==> src/sv/fwrb_pkg.sv <==
// ============================================================================
// fwrb_pkg
// Shared types and constants for the failure window recovery breaker.
// ============================================================================
`default_nettype none

package fwrb_pkg;

   // request codes carried in req_tuser
   localparam logic [2:0] REQ_SET_READY = 3'd0;
   localparam logic [2:0] REQ_SUCCESS   = 3'd1;
   localparam logic [2:0] REQ_FAILURE   = 3'd2;
   localparam logic [2:0] REQ_PRESENT   = 3'd3;
   localparam logic [2:0] REQ_EVALUATE  = 3'd4;
   localparam logic [2:0] REQ_CONSUME   = 3'd5;

   // csr register indexes
   localparam logic [1:0] CSR_WINDOW_BACK   = 2'd0;
   localparam logic [1:0] CSR_THRESHOLD     = 2'd1;
   localparam logic [1:0] CSR_HOLD_MIN_MS   = 2'd2;
   localparam logic [1:0] CSR_HOLD_MIN_PRES = 2'd3;

   localparam int WFAIL_W = 7;

   // csr reset values
   localparam logic [15:0]        WINDOW_BACK_RST   = 16'd59;
   localparam logic [WFAIL_W-1:0] THRESHOLD_RST     = 7'd3;
   localparam logic [31:0]        HOLD_MIN_MS_RST   = 32'd1000;
   localparam logic [31:0]        HOLD_MIN_PRES_RST = 32'd60;

   typedef enum logic [1:0] {
      MODE_UNINIT = 2'd0,
      MODE_READY  = 2'd1,
      MODE_HOLD   = 2'd2
   } mode_type;

   typedef struct packed {
      logic [15:0]        window_back;
      logic [WFAIL_W-1:0] failure_threshold;
      logic [31:0]        hold_min_ms;
      logic [31:0]        hold_min_presents;
   } cfg_type;

   typedef struct packed {
      logic write;   // record frame in ring
      logic clear;   // drop all ring entries
   } ring_cmd_type;

   typedef struct packed {
      logic [31:0]        hold_count;
      logic [WFAIL_W-1:0] window_failures;
      logic               resume_flag;
      logic               may_evaluate;
      logic [1:0]         mode;
   } result_type;

endpackage

`default_nettype wire

==> src/sv/failure_window_recovery_breaker.sv <==
// ============================================================================
// failure_window_recovery_breaker
// Failure-rate breaker with a sliding frame window and timed recovery.
// ============================================================================
// Usage:
//  - req channel: one request per handshake; req_tuser holds the request code
//    (set_ready, success, failure, present, evaluate, consume_resume),
//    req_tdata the frame number and millisecond time.
//  - rsp channel: exactly one response per request, in request order, with
//    mode after the request, evaluate/consume answers, window failure count
//    and the wrapping hold entry count.
//  - csr channel: writes window_back, failure_threshold, hold_min_ms and
//    hold_min_presents; always ready. Write only while no request is in flight.
//  - Path: a request accepted on req passes the input register, then the
//    response register, before it can be taken on rsp. Throughput: one
//    request per cycle while rsp_tready stays high; all per-request work is
//    one pass from the input register through the window compare over the
//    failure ring and the mode update.
//  - Back-pressure: while rsp_tready is low the response register holds, the
//    input register fills, and req_tready drops until the response is taken.
//  - Reset (synchronous, active high): mode uninitialized, ring empty,
//    counters zero, csr registers back to their defaults, both channels empty.
// ============================================================================
`default_nettype none

module failure_window_recovery_breaker
   import fwrb_pkg::*;
#(
   parameter int FAILURE_SLOTS = 8
) (
   input  wire logic         clock,
   input  wire logic         reset,
   // request channel
   input  wire logic         req_tvalid,
   output logic              req_tready,
   input  wire logic [127:0] req_tdata,   // [63:0] frame_id, [127:64] now_ms
   input  wire logic [2:0]   req_tuser,   // [2:0] req_type
   // response channel
   output logic              rsp_tvalid,
   input  wire logic         rsp_tready,
   output logic [47:0]       rsp_tdata,   // [1:0] mode, [2] may_evaluate,
                                          // [3] resume_flag, [10:4] window_failures,
                                          // [42:11] hold_count, [47:43] zero
   // csr write channel
   input  wire logic         csr_valid,
   output logic              csr_ready,
   input  wire logic [1:0]   csr_index,
   input  wire logic [31:0]  csr_wdata
);

   // input register
   logic         in_valid_ff;
   logic [2:0]   in_type_ff;
   logic [63:0]  in_frame_ff;
   logic [63:0]  in_now_ff;
   // response register
   logic         rsp_valid_ff;
   result_type   rsp_data_ff;

   cfg_type      cfg_ff;
   ring_cmd_type ring_cmd;
   result_type   result;
   logic [WFAIL_W-1:0] wcount;
   logic         step;
   logic         req_fire;

   // request moves to the response register when that register is free
   assign step       = in_valid_ff && (!rsp_valid_ff || rsp_tready);
   assign req_tready = !in_valid_ff || step;
   assign req_fire   = req_tvalid && req_tready;
   assign csr_ready  = 1'b1;

   always_ff @(posedge clock) begin
      if (reset) begin
         in_valid_ff <= 1'b0;
      end else if (req_tready) begin
         in_valid_ff <= req_tvalid;
      end
   end

   always_ff @(posedge clock) begin
      if (req_fire) begin
         in_type_ff  <= req_tuser;
         in_frame_ff <= req_tdata[63:0];
         in_now_ff   <= req_tdata[127:64];
      end
   end

   // csr registers
   always_ff @(posedge clock) begin
      if (reset) begin
         cfg_ff.window_back       <= WINDOW_BACK_RST;
         cfg_ff.failure_threshold <= THRESHOLD_RST;
         cfg_ff.hold_min_ms       <= HOLD_MIN_MS_RST;
         cfg_ff.hold_min_presents <= HOLD_MIN_PRES_RST;
      end else if (csr_valid && csr_ready) begin
         case (csr_index)
            CSR_WINDOW_BACK:   cfg_ff.window_back       <= csr_wdata[15:0];
            CSR_THRESHOLD:     cfg_ff.failure_threshold <= csr_wdata[WFAIL_W-1:0];
            CSR_HOLD_MIN_MS:   cfg_ff.hold_min_ms       <= csr_wdata;
            CSR_HOLD_MIN_PRES: cfg_ff.hold_min_presents <= csr_wdata;
            default: ;
         endcase
      end
   end

   fwrb_window #(
      .FAILURE_SLOTS (FAILURE_SLOTS)
   ) u_window (
      .clock       (clock),
      .reset       (reset),
      .cmd         (ring_cmd),
      .frame_id    (in_frame_ff),
      .window_back (cfg_ff.window_back),
      .count       (wcount)
   );

   fwrb_ctrl u_ctrl (
      .clock    (clock),
      .reset    (reset),
      .step     (step),
      .req_type (in_type_ff),
      .now_ms   (in_now_ff),
      .cfg      (cfg_ff),
      .wcount   (wcount),
      .ring_cmd (ring_cmd),
      .result   (result)
   );

   // response register
   always_ff @(posedge clock) begin
      if (reset) begin
         rsp_valid_ff <= 1'b0;
      end else if (step) begin
         rsp_valid_ff <= 1'b1;
      end else if (rsp_tready) begin
         rsp_valid_ff <= 1'b0;
      end
   end

   always_ff @(posedge clock) begin
      if (step) begin
         rsp_data_ff <= result;
      end
   end

   assign rsp_tvalid = rsp_valid_ff;
   assign rsp_tdata  = {5'd0, rsp_data_ff.hold_count, rsp_data_ff.window_failures,
                        rsp_data_ff.resume_flag, rsp_data_ff.may_evaluate,
                        rsp_data_ff.mode};

endmodule

`default_nettype wire

==> src/sv/fwrb_window.sv <==
// ============================================================================
// fwrb_window
// Ring of recent failure frames and the in-window failure count.
// ============================================================================
`default_nettype none

module fwrb_window
   import fwrb_pkg::*;
#(
   parameter int FAILURE_SLOTS = 8
) (
   input  wire logic               clock,
   input  wire logic               reset,
   input  wire ring_cmd_type       cmd,
   input  wire logic [63:0]        frame_id,
   input  wire logic [15:0]        window_back,
   output logic      [WFAIL_W-1:0] count
);

   localparam int SlotW = (FAILURE_SLOTS > 1) ? $clog2(FAILURE_SLOTS) : 1;
   localparam int CntW  = $clog2(FAILURE_SLOTS + 1);

   logic [63:0]              frames_ff [FAILURE_SLOTS];
   logic [FAILURE_SLOTS-1:0] valid_ff;
   logic [FAILURE_SLOTS-1:0] valid_in;
   logic [SlotW-1:0]         slot_ff;
   logic [SlotW-1:0]         slot_in;
   logic [63:0]              first;
   logic [FAILURE_SLOTS-1:0] hit;
   logic [CntW-1:0]          cnt;

   // window start clamps at frame zero
   assign first = (frame_id >= {48'd0, window_back}) ?
                  (frame_id - {48'd0, window_back}) : 64'd0;

   // the slot about to be overwritten is replaced by the new frame,
   // which always lies in its own window
   always_comb begin
      for (int i = 0; i < FAILURE_SLOTS; i++) begin
         hit[i] = valid_ff[i] && (slot_ff != SlotW'(i)) &&
                  (frames_ff[i] >= first) && (frames_ff[i] <= frame_id);
      end
      cnt = CntW'(1);
      for (int i = 0; i < FAILURE_SLOTS; i++) begin
         cnt = cnt + CntW'(hit[i]);
      end
   end

   assign count = WFAIL_W'(cnt);

   always_comb begin
      valid_in = valid_ff;
      slot_in  = slot_ff;
      if (cmd.clear) begin
         valid_in = '0;
         slot_in  = '0;
      end else if (cmd.write) begin
         valid_in[slot_ff] = 1'b1;
         slot_in = (slot_ff == SlotW'(FAILURE_SLOTS - 1)) ? '0 : slot_ff + 1'b1;
      end
   end

   always_ff @(posedge clock) begin
      if (reset) begin
         valid_ff <= '0;
         slot_ff  <= '0;
      end else begin
         valid_ff <= valid_in;
         slot_ff  <= slot_in;
      end
   end

   always_ff @(posedge clock) begin
      if (cmd.write && !cmd.clear) begin
         frames_ff[slot_ff] <= frame_id;
      end
   end

endmodule

`default_nettype wire

==> src/sv/fwrb_ctrl.sv <==
// ============================================================================
// fwrb_ctrl
// Mode state, hold bookkeeping and result formation for one request.
// ============================================================================
`default_nettype none

module fwrb_ctrl
   import fwrb_pkg::*;
(
   input  wire logic               clock,
   input  wire logic               reset,
   input  wire logic               step,
   input  wire logic [2:0]         req_type,
   input  wire logic [63:0]        now_ms,
   input  wire cfg_type            cfg,
   input  wire logic [WFAIL_W-1:0] wcount,
   output ring_cmd_type            ring_cmd,
   output result_type              result
);

   mode_type    mode_ff, mode_in;
   logic [63:0] hold_start_ff, hold_start_in;
   logic [31:0] present_ff, present_in;
   logic        resume_ff, resume_in;
   logic [31:0] hold_total_ff, hold_total_in;
   logic [63:0] elapsed;
   logic        may_eval;
   logic        resume_out;
   logic [WFAIL_W-1:0] wfail;

   assign elapsed = now_ms - hold_start_ff;

   always_comb begin
      mode_in       = mode_ff;
      hold_start_in = hold_start_ff;
      present_in    = present_ff;
      resume_in     = resume_ff;
      hold_total_in = hold_total_ff;
      ring_cmd      = '0;
      may_eval      = 1'b0;
      resume_out    = 1'b0;
      wfail         = '0;
      if (step) begin
         case (req_type)
            REQ_SET_READY: begin
               ring_cmd.clear = 1'b1;
               mode_in        = MODE_READY;
               present_in     = '0;
               resume_in      = 1'b0;
            end
            REQ_SUCCESS: begin
               if (mode_ff == MODE_UNINIT) mode_in = MODE_READY;
            end
            REQ_FAILURE: begin
               if (mode_ff != MODE_HOLD) begin
                  ring_cmd.write = 1'b1;
                  wfail = wcount;
                  if (wcount >= cfg.failure_threshold) begin
                     mode_in       = MODE_HOLD;
                     hold_start_in = now_ms;
                     present_in    = '0;
                     hold_total_in = hold_total_ff + 32'd1;
                  end
               end
            end
            REQ_PRESENT: begin
               if (mode_ff == MODE_HOLD && present_ff != '1)
                  present_in = present_ff + 32'd1;
            end
            REQ_EVALUATE: begin
               if (mode_ff != MODE_HOLD) begin
                  may_eval = 1'b1;
               end else if (elapsed >= {32'd0, cfg.hold_min_ms} &&
                            present_ff >= cfg.hold_min_presents) begin
                  ring_cmd.clear = 1'b1;
                  mode_in        = MODE_READY;
                  resume_in      = 1'b1;
                  present_in     = '0;
                  may_eval       = 1'b1;
               end
            end
            REQ_CONSUME: begin
               resume_out = resume_ff;
               resume_in  = 1'b0;
            end
            default: ;
         endcase
      end
   end

   assign result.mode            = mode_in;
   assign result.may_evaluate    = may_eval;
   assign result.resume_flag     = resume_out;
   assign result.window_failures = wfail;
   assign result.hold_count      = hold_total_in;

   always_ff @(posedge clock) begin
      if (reset) begin
         mode_ff       <= MODE_UNINIT;
         hold_start_ff <= '0;
         present_ff    <= '0;
         resume_ff     <= 1'b0;
         hold_total_ff <= '0;
      end else begin
         mode_ff       <= mode_in;
         hold_start_ff <= hold_start_in;
         present_ff    <= present_in;
         resume_ff     <= resume_in;
         hold_total_ff <= hold_total_in;
      end
   end

endmodule

`default_nettype wire

==> config.mk <==
export PLATFORM = sky130hd
export DESIGN_NAME = failure_window_recovery_breaker
export DESIGN_NICKNAME = d
export VERILOG_FILES = /design/src/sv/fwrb_pkg.sv /design/src/sv/failure_window_recovery_breaker.sv /design/src/sv/fwrb_window.sv /design/src/sv/fwrb_ctrl.sv
export SDC_FILE = /design/constraint.sdc
export NUM_CORES = 2
export LEC_CHECK = 0
export BUFFER_PORTS_ARGS = -buffer_cell sky130_fd_sc_hd__buf_2
export CAP_MARGIN = 25
export CORE_MARGIN = 2
export CORE_UTILIZATION = 55
export CTS_CLUSTER_DIAMETER = 50
export CTS_CLUSTER_SIZE = 8
export DETAILED_ROUTE_END_ITERATION = 10
export MAX_ROUTING_LAYER = met4
export PLACE_DENSITY = 0.75
export SETUP_SLACK_MARGIN = 0.02
export SLEW_MARGIN = 5
export SYNTH_ARGS = -nofsm -noshare
export SYNTH_HDL_FRONTEND = slang
export SYNTH_SLANG_ARGS = --single-unit
==> constraint.sdc <==
create_clock -name clock -period 10.8 [get_ports clock]
set_input_delay 2.7 -clock clock [delete_from_list [all_inputs] [get_ports clock]]
set_output_delay 2.7 -clock clock [all_outputs]
set_load 0.02 [all_outputs]
==> flow_metrics.env <==
export IMPL_place_gp_congestion=1.01
export IMPL_worst_setup_path_end_kind="flop"
export IMPL_drive_gt1_frac=0.156
export IMPL_area_growth_pct=18.8
export IMPL_ios=221
export IMPL_switching_share=0.267
export IMPL_ant_nets=0
export IMPL_placed_area_sq_um=67100
export IMPL_grt_pass1_vias=50700
export IMPL_path_max_fanout=5
export IMPL_synth_ff_type="edfxtp_1"
export IMPL_cts_buffers=148
export IMPL_crit_type="reg -> reg"
export IMPL_fin_skew_ns=0.0470
export IMPL_p_leak_nw=31.1
export IMPL_finalCritPeriodShare=1.02
export IMPL_synth_edf_count=683
export IMPL_synth_warnings=0
export IMPL_cts_root_buf="clkbuf_16"
export IMPL_seq_area_sq_um=25100
export IMPL_syn_area_sq_um=61400
export IMPL_antenna_found_initial=8
export IMPL_grt_pass1_wl_um=303000
export IMPL_post_route_min_period_ns=11.07
export IMPL_intPower_mw=7.19
export IMPL_postLayoutCellArea_sq_um=72900
export IMPL_dieArea_sq_um=114000
export IMPL_avgRoutedWirePerCell_um=24.8
export IMPL_drv_slew=0
export IMPL_ys_ff_latch=914
export IMPL_slowest_delay_ns=0.62
export IMPL_holdBufCountCts=0
export IMPL_p_sw_mw=2.62
export IMPL_clk_latency_ns=0.79
export IMPL_final_nets=7945
export IMPL_relSlewSlack=0.225
export IMPL_grt_ovfl_total=0
export IMPL_cap_violations=0
export IMPL_hold_class="reg -> reg"
export IMPL_violations="setup timing"
export IMPL_arrival_ns=11.73
export IMPL_die_h_um=338
export IMPL_core_sq_um=111000
export IMPL_powerDensity_nw_per_um2=135
export IMPL_fin_hold_ws_ns=0.451
export IMPL_cp_start_kind="flop"
export IMPL_yosys_cell_types_count=94
export IMPL_ys_seq_area_frac=0.410
export IMPL_critPathSlowestCell="fa_2"
export IMPL_ir_drop_v=0.000183
export IMPL_routed_via_density=6.28
export IMPL_async_reset_ff_frac=0
export IMPL_dp_cells=7874
export IMPL_clock_sinks=914
export IMPL_finalSetupViolCount=18
export IMPL_wl_um=203000
export IMPL_hold_viol=0
export IMPL_clock_fmax_ghz=0.0903
export IMPL_cts_buffer_depth=3
export IMPL_cts_tree="done"
export IMPL_instances_no_fill=8184
export IMPL_rows=122
export IMPL_htreeDepth=4
export IMPL_final_cell_mix="1174 x ha_1, 683 x edfxtp_1, 530 x a21oi_1, 510 x nand2_1, 438 x buf_4"
export IMPL_outcome="finished with violations"
export IMPL_track_usage=0.362
export IMPL_drc=0
export IMPL_crit_required_ns=11.46
export IMPL_vias=51400
export IMPL_power_frac_clock=0.456
export IMPL_comb_power_share=0.149
export IMPL_fin_ws_ns=-0.270
export IMPL_multi_input_area_sq_um=35500
export IMPL_rsz0062_at_grt="true"
export IMPL_die_x_um=338
export IMPL_mostFrequentLayoutCell="ha_1"
export IMPL_syn_inst=5866
export IMPL_tightest_slew_ns=1.16
export IMPL_n_fill_cell=8612
export IMPL_clk_pin_slew_ns=0.05
export IMPL_port_buffers=211
export IMPL_seq_power_share=0.395
export IMPL_grt_max_degree=90
export IMPL_path_common_cell="a21o_1"
export IMPL_dp_hpwl_um=154000
export IMPL_initial_core_util=0.554
export IMPL_syn_avg_cell_area_sq_um=10.5
export IMPL_drtIter0Drc=4852
export IMPL_drtPass1Iterations=8
## layer usage
metal | track usage | vias to the layer above | part of all wire
met2 | 0.577 | 2346 | 0.46
met5 | - | - | 0
met4 | 0.177 | 0 | 0.053
met1 | 0.452 | 24700 | 0.40
met3 | 0.0539 | 531 | 0.078
li1 | - | 23800 | -
## path summary, 6_finish.rpt
check / from / endpoint / slack, ns / depth (start not counted)
min: u_ctrl.hold_start_ff[57]$_SDFFE_PP0P_ / u_ctrl.hold_start_ff[57]$_SDFFE_PP0P_ / 0.45 / 2
min reg2reg: u_ctrl.hold_start_ff[57]$_SDFFE_PP0P_ / u_ctrl.hold_start_ff[57]$_SDFFE_PP0P_ / 0.45 / 2
max: in_frame_ff[0]$_DFFE_PP_ / u_ctrl.hold_total_ff[28]$_SDFF_PP0_ / -0.27 / 51
max reg2reg: in_frame_ff[0]$_DFFE_PP_ / u_ctrl.hold_total_ff[28]$_SDFF_PP0_ / -0.27 / 51
## critical path: cells and delay by family (launching register included)
| family | cells | cell delay, ns |
|---|---|---|
| xor+xnor | 1 | 0.15 |
| buf+inv | 8 | 1.05 |
| mux | 1 | 0.19 |
| compound gates | 19 | 3.31 |
| flops | 1 | 0.39 |
| fa+ha+maj | 9 | 3.35 |
| simple gates | 13 | 2.47 |
## power groups by stage
stage | Clock (mW) | Sequential (mW) | Combinational [mW]
global route | 4.67 | 3.88 | 1.59
global placement | 0 | 3.94 | 1.33
detailed placement | 0 | 3.94 | 1.37
CTS | 4.51 | 3.88 | 1.41
floorplan | 0 | 3.95 | 0.779
finish | 4.47 | 3.88 | 1.46
## per-stage QoR
stage | power [mW] | utilization | worst slack (ns) | setup TNS [ns]
after floorplan | 4.73 | - | 0.0283 | 0
after global placement | 5.27 | 0.607 | -0.685 | -13.19
after detailed placement | 5.31 | 0.607 | -0.852 | -27.99
after CTS | 9.80 | 0.655 | -0.0818 | -0.253
after global routing | 10.1 | 0.659 | -0.607 | -10.09
final | 9.81 | 0.659 | -0.270 | -2.84
## layout make-up
| cell class | count | share of cell area |
|---|---|---|
| diodes | 8 | 0.000275 |
| repair buffers | 679 | 0.0664 |
| inverters | 261 | 0.0134 |
| well taps | 1488 | 0.0255 |
| flip-flops and latches | 914 | 0.345 |
| clock inverters | 38 | 0.00671 |
| multi-input cells | 4580 | 0.486 |
| clock buffers | 216 | 0.0564 |
## cells in the mapped netlist (all sizes together), types with 128 or more instances
cell       n  share of area
nand2b   128          0.013
a21oi    543          0.045
nor2     251          0.015
ha      1184           0.24
dfxtp    231          0.075
nand2    521          0.032
inv      261          0.016
edfxtp   683           0.33
o21ai    291          0.024
nand4    278          0.028
a21o     336          0.041
nor2b    180          0.018
## flip-flops by register name (all words and copies together), names as in the netlist, 3 cells and up
name / cells
u_window.valid_ff: 8
in_frame_ff: 64
u_window.frames_ff: 512
rsp_tdata: 40
in_type_ff: 3
u_window.slot_ff: 3
u_ctrl.hold_total_ff: 32
in_now_ff: 64
u_ctrl.hold_start_ff: 64
cfg_ff: 87
u_ctrl.present_ff: 32
## kinds of logic after synthesis
group	after synthesis	share of synthesized area
muxes	30	0.00502
buffers and inverters	379	0.0251
DFF	914	0.410
other	2	0.000122
AOI/OAI and AO/OA	1531	0.158
and+or+nand+nor	1716	0.144
adders and majority gates	1191	0.244
xor gates and xnor gates	103	0.0147
## what timing repair did
action	CTS	global route
gates resized for setup	103	48
buffers inserted	38	3
pin swaps	82	29
endpoints found under the setup margin	100	83
No activity file was read; power rests on OpenSTA's default activity.
